`config.mk`:
```
export PLATFORM = sky130hd
export DESIGN_NAME = motor_can_status_telemetry_flat
export DESIGN_NICKNAME = d
export VERILOG_FILES = /design/src/sv/mcst_pkg.sv /design/src/sv/mcst_stream_if.sv /design/src/sv/mcst_ctrl.sv /design/src/sv/mcst_dp.sv /design/src/sv/motor_can_status_telemetry.sv /design/src/flat_wrapper.sv
export SDC_FILE = /design/constraint.sdc
export NUM_CORES = 2
export LEC_CHECK = 0
export BUFFER_PORTS_ARGS = -buffer_cell sky130_fd_sc_hd__buf_2
export CORE_AREA = 2 2 319 321
export CTS_CLUSTER_DIAMETER = 60
export DETAILED_ROUTE_END_ITERATION = 10
export DIE_AREA = 0 0 321 323
export PLACE_DENSITY = 0.81
export SETUP_SLACK_MARGIN = 0.15
export SYNTH_ARGS = -nofsm -noshare
export SYNTH_HDL_FRONTEND = slang
export SYNTH_HIERARCHICAL = 1
export SYNTH_SLANG_ARGS = --single-unit
```
`constraint.sdc`:
```
create_clock -name clk_i -period 8.4 [get_ports clk_i]
set_clock_uncertainty 0.2 [all_clocks]
set_input_delay 1.68 -clock clk_i [delete_from_list [all_inputs] [get_ports clk_i]]
set_output_delay 1.68 -clock clk_i [all_outputs]
set_load 0.01 [all_outputs]
```
`src/sv/mcst_pkg.sv`:
```
`default_nettype none

package mcst_pkg;

  // Command codes carried by one input word
  localparam logic [1:0] CMD_FRAME = 2'd0;
  localparam logic [1:0] CMD_TICK  = 2'd1;
  localparam logic [1:0] CMD_QUERY = 2'd2;
  localparam logic [1:0] CMD_BUSERR = 2'd3;

  // Result status codes
  localparam logic [2:0] ST_DONE       = 3'd0;
  localparam logic [2:0] ST_IGNORED    = 3'd1;
  localparam logic [2:0] ST_UNK_PACKET = 3'd2;
  localparam logic [2:0] ST_UNK_SENDER = 3'd3;
  localparam logic [2:0] ST_SHORT      = 3'd4;

  // Configuration register indexes
  localparam logic [1:0] REG_WHEEL_IDS = 2'd0;
  localparam logic [1:0] REG_TIMEOUT   = 2'd1;
  localparam logic [1:0] REG_STATUS    = 2'd2;
  localparam logic [1:0] REG_STATUS5   = 2'd3;

  localparam int unsigned CFG_IDX_W  = 2;
  localparam int unsigned CFG_DATA_W = 32;
  localparam int unsigned PTYPE_W    = 21;
  localparam int unsigned SENDER_W   = 8;
  localparam int unsigned ID_SLOTS   = 4;

  // Reset values of the configuration registers
  localparam logic [31:0]        TIMEOUT_RST = 32'd100;
  localparam logic [PTYPE_W-1:0] STATUS_RST  = 21'd9;
  localparam logic [PTYPE_W-1:0] STATUS5_RST = 21'd27;

  // Minimum data lengths of the two status frames
  localparam logic [3:0] MIN_LEN_STATUS  = 4'd4;
  localparam logic [3:0] MIN_LEN_STATUS5 = 4'd6;

  typedef struct packed {
    logic [1:0]  command;
    logic        is_extended;
    logic        is_remote;
    logic [28:0] frame_id;
    logic [3:0]  byte_count;
    logic [31:0] payload_word;
    logic [1:0]  wheel_select;
  } in_item_t;

  typedef struct packed {
    logic [2:0]         status;
    logic               online;
    logic signed [31:0] speed_erpm;
    logic signed [63:0] tachometer_count;
    logic [31:0]        rx_error_count;
    logic [31:0]        unknown_packet_count;
    logic [31:0]        unknown_sender_count;
  } out_item_t;

  // Controller to datapath commands
  typedef struct packed {
    logic capture;
    logic execute;
  } ctrl_cmd_t;

endpackage

`default_nettype wire

```
`src/sv/mcst_stream_if.sv`:
```
`default_nettype none

interface mcst_stream_if #(
  parameter type payload_t = logic
) ();
  logic     valid;
  logic     ready;
  payload_t data;

  modport source (output valid, output data, input ready);
  modport sink   (input valid, input data, output ready);
endinterface

`default_nettype wire

```
`src/sv/mcst_ctrl.sv`:
```
`default_nettype none

module mcst_ctrl (
  input  wire logic              clk_i,
  input  wire logic              rst_ni,
  input  wire logic              in_valid_i,
  output logic                   in_ready_o,
  output logic                   out_valid_o,
  input  wire logic              out_ready_i,
  output mcst_pkg::ctrl_cmd_t    cmd_o
);

  localparam logic S_IDLE = 1'b0;
  localparam logic S_EXEC = 1'b1;

  logic state_q, state_d;
  logic out_valid_q, out_valid_d;
  logic capture, execute;

  // Take a word only when idle; commit once the result register is free
  assign in_ready_o = (state_q == S_IDLE);
  assign capture    = in_valid_i && in_ready_o;
  assign execute    = (state_q == S_EXEC) && (!out_valid_q || out_ready_i);

  always_comb begin
    state_d = state_q;
    case (state_q)
      S_IDLE: if (capture) state_d = S_EXEC;
      S_EXEC: if (execute) state_d = S_IDLE;
      default: state_d = S_IDLE;
    endcase
  end

  // Hold the result until taken, load it on commit
  always_comb begin
    out_valid_d = out_valid_q;
    if (execute) begin
      out_valid_d = 1'b1;
    end else if (out_ready_i) begin
      out_valid_d = 1'b0;
    end
  end

  always_ff @(posedge clk_i or negedge rst_ni) begin
    if (!rst_ni) begin
      state_q     <= S_IDLE;
      out_valid_q <= 1'b0;
    end else begin
      state_q     <= state_d;
      out_valid_q <= out_valid_d;
    end
  end

  assign out_valid_o   = out_valid_q;
  assign cmd_o.capture = capture;
  assign cmd_o.execute = execute;

  a_exec_gives_result: assert property (@(posedge clk_i) disable iff (!rst_ni)
    execute |=> out_valid_q && (state_q == S_IDLE))
    else $error("commit did not present a result");

  a_stall_holds_item: assert property (@(posedge clk_i) disable iff (!rst_ni)
    (state_q == S_EXEC) && out_valid_q && !out_ready_i |=> (state_q == S_EXEC))
    else $error("item left execution while result register was blocked");

endmodule

`default_nettype wire

```
`src/sv/mcst_dp.sv`:
```
`default_nettype none

module mcst_dp #(
  parameter int WHEELS = 4
) (
  input  wire logic                                clk_i,
  input  wire logic                                rst_ni,
  input  wire mcst_pkg::ctrl_cmd_t                 cmd_i,
  input  wire mcst_pkg::in_item_t                  item_i,
  output mcst_pkg::out_item_t                      result_o,
  input  wire logic                                cfg_we_i,
  input  wire logic [mcst_pkg::CFG_IDX_W-1:0]      cfg_index_i,
  input  wire logic [mcst_pkg::CFG_DATA_W-1:0]     cfg_wdata_i
);

  localparam int WIDX  = (WHEELS > 1) ? $clog2(WHEELS) : 1;
  localparam int SLOTS = (WHEELS < mcst_pkg::ID_SLOTS) ? WHEELS : mcst_pkg::ID_SLOTS;

  // Configuration registers
  logic [31:0]                    wheel_ids_q;
  logic [31:0]                    timeout_q;
  logic [mcst_pkg::PTYPE_W-1:0]   status_type_q;
  logic [mcst_pkg::PTYPE_W-1:0]   status5_type_q;

  // Captured word and per-wheel records
  mcst_pkg::in_item_t item_q;
  logic [31:0] speed_q    [WHEELS];
  logic [31:0] raw_tach_q [WHEELS];
  logic [63:0] tach_ext_q [WHEELS];
  logic [31:0] spd_time_q [WHEELS];
  logic [31:0] tach_time_q[WHEELS];
  logic [WHEELS-1:0] spd_vld_q, spd_vld_d;
  logic [WHEELS-1:0] tach_vld_q, tach_vld_d;
  logic [31:0] now_q, now_d;
  logic [31:0] rx_cnt_q, rx_cnt_d;
  logic [31:0] pkt_cnt_q, pkt_cnt_d;
  logic [31:0] snd_cnt_q, snd_cnt_d;

  // Result register
  logic [2:0]  res_status_q, res_status_d;
  logic        res_online_q, res_online_d;
  logic [31:0] res_speed_q, res_speed_d;
  logic [63:0] res_tach_q, res_tach_d;

  // Decode
  logic [mcst_pkg::PTYPE_W-1:0]  ptype;
  logic [mcst_pkg::SENDER_W-1:0] sender;
  logic                          is_data, hit_spd, hit_tach, found;
  logic [WIDX-1:0]               match_w, rd_idx;
  logic                          q_in_range, online;
  logic [31:0]                   rd_speed, rd_raw, rd_stime, rd_ttime;
  logic [63:0]                   rd_ext, tach_new;
  logic                          rd_svld, rd_tvld;
  logic [31:0]                   tach_delta;
  logic                          wr_speed, wr_tach;

  assign ptype    = item_q.frame_id[28:8];
  assign sender   = item_q.frame_id[7:0];
  assign is_data  = item_q.is_extended && !item_q.is_remote;
  assign hit_spd  = (ptype == status_type_q);
  assign hit_tach = (ptype == status5_type_q);

  // Look up the sender in the ID table, lowest wheel wins
  always_comb begin
    found   = 1'b0;
    match_w = '0;
    for (int w = SLOTS - 1; w >= 0; w--) begin
      if (wheel_ids_q[w*8 +: 8] == sender) begin
        found   = 1'b1;
        match_w = WIDX'(w);
      end
    end
  end

  // One shared read port per record: query wheel or matched sender
  assign q_in_range = (32'(item_q.wheel_select) < 32'(WHEELS));
  assign rd_idx     = (item_q.command == mcst_pkg::CMD_QUERY) ?
                      WIDX'(item_q.wheel_select) : match_w;
  assign rd_speed   = speed_q[rd_idx];
  assign rd_raw     = raw_tach_q[rd_idx];
  assign rd_ext     = tach_ext_q[rd_idx];
  assign rd_stime   = spd_time_q[rd_idx];
  assign rd_ttime   = tach_time_q[rd_idx];
  assign rd_svld    = spd_vld_q[rd_idx];
  assign rd_tvld    = tach_vld_q[rd_idx];

  assign online = rd_svld && rd_tvld &&
                  ((now_q - rd_stime) <= timeout_q) &&
                  ((now_q - rd_ttime) <= timeout_q);

  // Extend the raw tachometer by its signed wrap delta
  assign tach_delta = item_q.payload_word - rd_raw;
  assign tach_new   = rd_tvld ? (rd_ext + {{32{tach_delta[31]}}, tach_delta})
                              : {{32{item_q.payload_word[31]}}, item_q.payload_word};

  always_comb begin
    res_status_d = mcst_pkg::ST_DONE;
    res_online_d = 1'b0;
    res_speed_d  = '0;
    res_tach_d   = '0;
    now_d        = now_q;
    rx_cnt_d     = rx_cnt_q;
    pkt_cnt_d    = pkt_cnt_q;
    snd_cnt_d    = snd_cnt_q;
    wr_speed     = 1'b0;
    wr_tach      = 1'b0;
    case (item_q.command)
      mcst_pkg::CMD_FRAME: begin
        if (!is_data) begin
          res_status_d = mcst_pkg::ST_IGNORED;
        end else if (!hit_spd && !hit_tach) begin
          res_status_d = mcst_pkg::ST_UNK_PACKET;
          pkt_cnt_d    = pkt_cnt_q + 32'd1;
        end else if (!found) begin
          res_status_d = mcst_pkg::ST_UNK_SENDER;
          snd_cnt_d    = snd_cnt_q + 32'd1;
        end else if (hit_spd) begin
          if (item_q.byte_count < mcst_pkg::MIN_LEN_STATUS) begin
            res_status_d = mcst_pkg::ST_SHORT;
            rx_cnt_d     = rx_cnt_q + 32'd1;
          end else begin
            wr_speed = 1'b1;
          end
        end else begin
          if (item_q.byte_count < mcst_pkg::MIN_LEN_STATUS5) begin
            res_status_d = mcst_pkg::ST_SHORT;
            rx_cnt_d     = rx_cnt_q + 32'd1;
          end else begin
            wr_tach = 1'b1;
          end
        end
      end
      mcst_pkg::CMD_TICK: begin
        now_d = now_q + 32'd1;
      end
      mcst_pkg::CMD_QUERY: begin
        if (q_in_range) begin
          res_online_d = online;
          res_speed_d  = online ? rd_speed : '0;
          res_tach_d   = rd_tvld ? rd_ext : '0;
        end
      end
      default: begin
        rx_cnt_d = rx_cnt_q + 32'd1;
      end
    endcase
  end

  // Valid flags of the records
  always_comb begin
    spd_vld_d  = spd_vld_q;
    tach_vld_d = tach_vld_q;
    if (wr_speed) spd_vld_d[match_w]  = 1'b1;
    if (wr_tach)  tach_vld_d[match_w] = 1'b1;
  end

  // Capture the accepted word
  always_ff @(posedge clk_i) begin
    if (cmd_i.capture) begin
      item_q <= item_i;
    end
  end

  // Update records and the result register on commit
  always_ff @(posedge clk_i) begin
    if (cmd_i.execute) begin
      res_status_q <= res_status_d;
      res_online_q <= res_online_d;
      res_speed_q  <= res_speed_d;
      res_tach_q   <= res_tach_d;
      if (wr_speed) begin
        speed_q[match_w]    <= item_q.payload_word;
        spd_time_q[match_w] <= now_q;
      end
      if (wr_tach) begin
        raw_tach_q[match_w]  <= item_q.payload_word;
        tach_ext_q[match_w]  <= tach_new;
        tach_time_q[match_w] <= now_q;
      end
    end
  end

  always_ff @(posedge clk_i or negedge rst_ni) begin
    if (!rst_ni) begin
      spd_vld_q  <= '0;
      tach_vld_q <= '0;
      now_q      <= '0;
      rx_cnt_q   <= '0;
      pkt_cnt_q  <= '0;
      snd_cnt_q  <= '0;
    end else if (cmd_i.execute) begin
      spd_vld_q  <= spd_vld_d;
      tach_vld_q <= tach_vld_d;
      now_q      <= now_d;
      rx_cnt_q   <= rx_cnt_d;
      pkt_cnt_q  <= pkt_cnt_d;
      snd_cnt_q  <= snd_cnt_d;
    end
  end

  // Configuration writes
  always_ff @(posedge clk_i or negedge rst_ni) begin
    if (!rst_ni) begin
      wheel_ids_q    <= '0;
      timeout_q      <= mcst_pkg::TIMEOUT_RST;
      status_type_q  <= mcst_pkg::STATUS_RST;
      status5_type_q <= mcst_pkg::STATUS5_RST;
    end else if (cfg_we_i) begin
      case (cfg_index_i)
        mcst_pkg::REG_WHEEL_IDS: wheel_ids_q    <= cfg_wdata_i;
        mcst_pkg::REG_TIMEOUT:   timeout_q      <= cfg_wdata_i;
        mcst_pkg::REG_STATUS:    status_type_q  <= cfg_wdata_i[mcst_pkg::PTYPE_W-1:0];
        mcst_pkg::REG_STATUS5:   status5_type_q <= cfg_wdata_i[mcst_pkg::PTYPE_W-1:0];
        default: ;
      endcase
    end
  end

  // Counters only move on commit, so they hold with the result
  assign result_o.status               = res_status_q;
  assign result_o.online               = res_online_q;
  assign result_o.speed_erpm           = res_speed_q;
  assign result_o.tachometer_count     = res_tach_q;
  assign result_o.rx_error_count       = rx_cnt_q;
  assign result_o.unknown_packet_count = pkt_cnt_q;
  assign result_o.unknown_sender_count = snd_cnt_q;

  a_tick_advances: assert property (@(posedge clk_i) disable iff (!rst_ni)
    cmd_i.execute && (item_q.command == mcst_pkg::CMD_TICK) |=>
      (now_q == $past(now_q) + 32'd1))
    else $error("tick did not advance the time base");

  a_counters_idle: assert property (@(posedge clk_i) disable iff (!rst_ni)
    !cmd_i.execute |=> $stable(rx_cnt_q) && $stable(pkt_cnt_q) && $stable(snd_cnt_q))
    else $error("error counter moved without a commit");

endmodule

`default_nettype wire

```
`src/sv/motor_can_status_telemetry.sv`:
```
// Channel   Dir  Payload                  Handshake
// in_i      in   mcst_pkg::in_item_t      valid/ready, taken when both high
// out_o     out  mcst_pkg::out_item_t     valid/ready, taken when both high
// cfg       in   index 2b, data 32b       cfg_we_i, written on the edge
//
// Each word is captured first, then decoded and committed to the per-wheel records
// and the result register; no new word is taken until the last one has committed.
// A new word is taken while the previous result still waits at out_o; commit
// stalls only while that result register is full and out_o is not ready.
// Reset is asynchronous, active low, and clears flags, counters and the controller.
`default_nettype none

module motor_can_status_telemetry #(
  parameter int WHEELS = 4
) (
  input  wire logic                            clk_i,
  input  wire logic                            rst_ni,
  mcst_stream_if.sink                          in_i,
  mcst_stream_if.source                        out_o,
  input  wire logic                            cfg_we_i,
  input  wire logic [mcst_pkg::CFG_IDX_W-1:0]  cfg_index_i,
  input  wire logic [mcst_pkg::CFG_DATA_W-1:0] cfg_wdata_i
);

  mcst_pkg::ctrl_cmd_t cmd;
  mcst_pkg::out_item_t result;
  logic                in_ready, out_valid;

  // Sequence capture and commit
  mcst_ctrl u_ctrl (
    .clk_i       (clk_i),
    .rst_ni      (rst_ni),
    .in_valid_i  (in_i.valid),
    .in_ready_o  (in_ready),
    .out_valid_o (out_valid),
    .out_ready_i (out_o.ready),
    .cmd_o       (cmd)
  );

  // Records, decode and result
  mcst_dp #(
    .WHEELS (WHEELS)
  ) u_dp (
    .clk_i       (clk_i),
    .rst_ni      (rst_ni),
    .cmd_i       (cmd),
    .item_i      (in_i.data),
    .result_o    (result),
    .cfg_we_i    (cfg_we_i),
    .cfg_index_i (cfg_index_i),
    .cfg_wdata_i (cfg_wdata_i)
  );

  assign in_i.ready  = in_ready;
  assign out_o.valid = out_valid;
  assign out_o.data  = result;

endmodule

`default_nettype wire

```
`src/flat_wrapper.sv`:
```
// flat-port wrapper written by rule: the top's interface ports become plain ports
module motor_can_status_telemetry_flat 
#(
  parameter int WHEELS = 4
)
  (clk_i, rst_ni, cfg_we_i, cfg_index_i, cfg_wdata_i, in_i_valid, in_i_data, in_i_ready, out_o_valid, out_o_data, out_o_ready);
  mcst_stream_if #(.payload_t(mcst_pkg::in_item_t)) in_i_i ();
  mcst_stream_if #(.payload_t(mcst_pkg::out_item_t)) out_o_i ();
  input  wire logic clk_i;
  input  wire logic rst_ni;
  input  wire logic cfg_we_i;
  input  wire logic [mcst_pkg::CFG_IDX_W-1:0] cfg_index_i;
  input  wire logic [mcst_pkg::CFG_DATA_W-1:0] cfg_wdata_i;
  input wire logic [$bits(in_i_i.valid)-1:0] in_i_valid;
  input wire logic [$bits(in_i_i.data)-1:0] in_i_data;
  output wire logic [$bits(in_i_i.ready)-1:0] in_i_ready;
  output wire logic [$bits(out_o_i.valid)-1:0] out_o_valid;
  output wire logic [$bits(out_o_i.data)-1:0] out_o_data;
  input wire logic [$bits(out_o_i.ready)-1:0] out_o_ready;
  assign in_i_i.valid = in_i_valid;
  assign in_i_i.data = in_i_data;
  assign in_i_ready = in_i_i.ready;
  assign out_o_valid = out_o_i.valid;
  assign out_o_data = out_o_i.data;
  assign out_o_i.ready = out_o_ready;
  motor_can_status_telemetry #(.WHEELS(WHEELS)) u_core (.clk_i(clk_i), .rst_ni(rst_ni), .in_i(in_i_i), .out_o(out_o_i), .cfg_we_i(cfg_we_i), .cfg_index_i(cfg_index_i), .cfg_wdata_i(cfg_wdata_i));
endmodule
```
==> results.md <==
* DIE WIDTH at 321 um
* Delay of the slowest critical-path stage at 0.52 ns
* R2R Setup Slk at 0.29 ns
* Final setup vio count at 0
* Post-Route WL at 125000 um
* Final Cycle Share at 96.5%
* Max cap viols at 0
* Hold Path Class: reg2reg
* CTS Buf Count at approximately 130
* RR Startpoint: u_core/u_dp/item_q[38]$_DFFE_PP_
* Crit start category: flip-flop
* Synth async-reset ratio at just over 20%
* Clock buffer depth at 3
* Site Rows at about 120
* CP Capture Type: flip-flop
* Largest net degree at the start of global routing at 175
* Final setup TNS at 0 ns
* Final ANT Viol Nets at 0
* Effective utilization at floorplan at 54.2%
* Peak VDD IR at around 0.0002 V
* Via count at 33580
* Worst relative slew slack at a little under an eighth
* H-tree depth at 4
* Final Hold Viols at 0
* Netlist cell types at 79
* Max Slew Vio Count at 0
* CTS tree: built
* Ratio of cells with drive above 1 in the final layout at between 20% and 30%
* R2R depth at 37
* FF-to-FF End: u_core/u_dp/tach_ext_q[2][56]$_DFFE_PP_
* Post-Synthesis Cells at 3682
* Grt ovf at 0
* Dpl hpwl at 79900 um
* Post-synth EDFFs at 938
* Hold_sp: u_core/u_dp/pkt_cnt_q[31]$_DFFE_PN0P_
* Fmax at 123 MHz
* Total GRT Usage at 23.9%
* Fillers at 7014
* Clk sinks at roughly 1200
* Ys flop type: edfxtp_1
* Worst setup path start: u_core/u_dp/item_q[38]$_DFFE_PP_
* Crit path time final at 8.11 ns
* Hold buffers post-CTS at 0
* Fin nets at 4620
* CP Class: reg2reg
* Root buf cell: clkbuf_16
* Drt drc at 0
* Yosys reg bits at 1182
* Status: complete, no violations
* Slowest CP cell: mux4_2
* RePlAce Congestion at 0.912
* Syn Area/Cell at between 10 and 15 um^2
* Final core occ at 63.7%
* Worst Path Required at 8.59 ns
* Total die area at 104000 um^2
* Synth Warn # at 6
* Die height at around 320 um
* Vias in the first global route at around 34000
* DRT Pass-1 Iters at 5
* Worst skew pair latency at 0.74 ns
* Top-level I/O count at 308
* WL per Instance at approximately 22 um
* Register area share after synthesis at 62.8%
* Worst-path fanout max at 8
* Antenna violations before repair at 4
* Post-Synthesis Net Count at just over 4000
* Placed cells at 5430
* Area of the core at between 100000 and 150000 um^2
* Worst Tran Pin Value at 1.32 ns
* Post-Layout Cell Count at between 5000 and 6000
* Vias per std cell at between 5 and 6
* Hold Path Sink: u_core/u_dp/pkt_cnt_q[31]$_DFFE_PN0P_
* Power density over the cells at 242 nW/um^2
* Area Overhead vs Synth at 17.6%
* Worst Hold Depth at 1
* Count of input and output buffers at 306
* Pleak at 25.2 nW
* Starting DRT DRC Count at between 2000 and 3000
* Synthesized area at 54600 um^2
* Global-route wire length before repair at between 150000 and 200000 um
* WP data arrival at 8.30 ns
* RSZ-0062 raised after global routing: true
* Most used cell, CP: buf_4
* Reg clk slew, reported paths at 0.06 ns
flip-flops by register name, summed over array words and instances (netlist names), 32 cells and up:
name                     count
u_core/u_dp/res_speed_q     32
u_core/u_dp/tach_time_q    128
u_core/u_dp/item_q          70
u_core/u_dp/raw_tach_q     128
u_core/u_dp/tach_ext_q     256
u_core/u_dp/timeout_q       32
u_core/u_dp/pkt_cnt_q       32
u_core/u_dp/res_tach_q      64
u_core/u_dp/wheel_ids_q     32
u_core/u_dp/snd_cnt_q       32
u_core/u_dp/rx_cnt_q        32
u_core/u_dp/speed_q        128
u_core/u_dp/spd_time_q     128
u_core/u_dp/now_q           32
placed cells by master (no fill, tap or decap), types with 30 or more instances in the layout:
| master | count |
|---|---|
| nand4_1 | 58 |
| inv_1 | 176 |
| a21oi_1 | 142 |
| nand2_1 | 186 |
| nor2b_1 | 63 |
| dfrtp_1 | 235 |
| xnor2_1 | 206 |
| clkbuf_16 | 140 |
| o21a_1 | 31 |
| mux4_2 | 192 |
| mux2_2 | 111 |
| ha_1 | 231 |
| clkbuf_1 | 30 |
| edfxtp_1 | 938 |
| nor3_1 | 31 |
| xor2_1 | 128 |
| buf_4 | 243 |
| nand3_1 | 83 |
| buf_2 | 305 |
| nor2_1 | 100 |
| a21o_1 | 95 |
| and3_1 | 109 |
| o21ai_0 | 131 |
cell type report:
type	instances	area, um^2	share of cell area (%)
flip-flops and latches	1182	34300	53.4
multi-input cells	2214	19600	30.5
repair buffers	567	3710	5.79
clock buffers	174	3650	5.68
well taps	1309	1640	2.55
inverters	177	664	1.03
clock inverters	64	644	1.00
diodes	1	2.50	0.00390
worst max path at each step:
stage	end	depth (start not counted)	slack, ns
after floorplan	u_core/u_dp/tach_vld_q[0]$_DFFE_PN0P_	8	-1.05
after global placement	u_core/u_dp/tach_ext_q[0][60]$_DFFE_PP_	35	0.13
after detailed placement	u_core/u_dp/tach_ext_q[3][52]$_DFFE_PP_	35	-0.02
after CTS	u_core/u_dp/tach_ext_q[3][58]$_DFFE_PP_	38	0.15
after global routing	u_core/u_dp/tach_ext_q[3][58]$_DFFE_PP_	37	-0.07
final	u_core/u_dp/tach_ext_q[2][56]$_DFFE_PP_	37	0.29
per-layer routing:
metal  vias to the layer above  global-route usage (%)  routed length, um
li1                      15212                       -                  -
met1                     16852                    30.4              49900
met2                      1296                    41.8              63900
met3                       216                    4.18               8420
met4                         4                    7.98               3250
met5                         -                       0                 24
kinds of logic (layout without fill, tap and decap cells):
kind of cell | after synthesis | in the layout | share of synthesized area (%)
buf+inv | 286 | 982 | 2.14
mux | 307 | 307 | 10.3
fa+ha+maj | 237 | 237 | 5.49
simple gates | 756 | 756 | 7.24
other cells | 0 | 1 | 0
compound gates | 577 | 577 | 6.65
flops | 1182 | 1182 | 62.8
xor+xnor | 337 | 337 | 5.41
worst max-delay path, delay by kind of cell, from the launching register on:
kind	cells	cell delay, ns
AO/OA/AOI/OAI	18	3.35
buffers and inverters	8	1.19
AND/OR/NAND/NOR	5	1.00
adder cells (fa/ha/maj)	2	0.58
multiplexers	1	0.52
XOR/XNOR	3	0.48
flip-flops	1	0.40
repair_timing:
action / 4_1_cts / 5_1_grt
setup endpoints to repair: 72 / 149
pin swaps: 0 / 45
buffers inserted: 0 / 17
resized for setup: 9 / 97
cloned: 0 / 2
synth_stat cells (all sizes together), types with 95 or more instances:
master	instances	area [um^2]
nor2	110	413
a21oi	158	795
xor2	128	1120
mux4	192	4320
dfrtp	235	5880
edfxtp	938	28200
ha	233	2920
a21o	95	713
nand2	188	706
inv	177	664
o21ai	159	800
and3	109	682
mux2	111	1250
xnor2	209	1830
stage by stage:
step / area, um^2 / power (mW) / hold WS [ns] / worst slack [ns]
5_1_grt: 64200 / 16.2 / 0.285 / -0.0727
6_report: 64200 / 15.5 / 0.266 / 0.295
4_1_cts: 63700 / 15.5 / 0.270 / 0.154
3_5_place_dp: 59300 / 9.79 / 0.250 / -0.0245
3_3_place_gp: 59300 / 9.72 / 0.249 / 0.129
2_1_floorplan: 54600 / 8.73 / 0.233 / -1.05
report_power, final:
group	total, mW	internal, mW	switching, mW	leakage, nW
clock network	5.64	3.31	2.33	2.09
registers	6.82	6.62	0.202	11.3
logic	3.04	1.40	1.65	11.8
No activity file was read; power rests on OpenSTA's default activity.
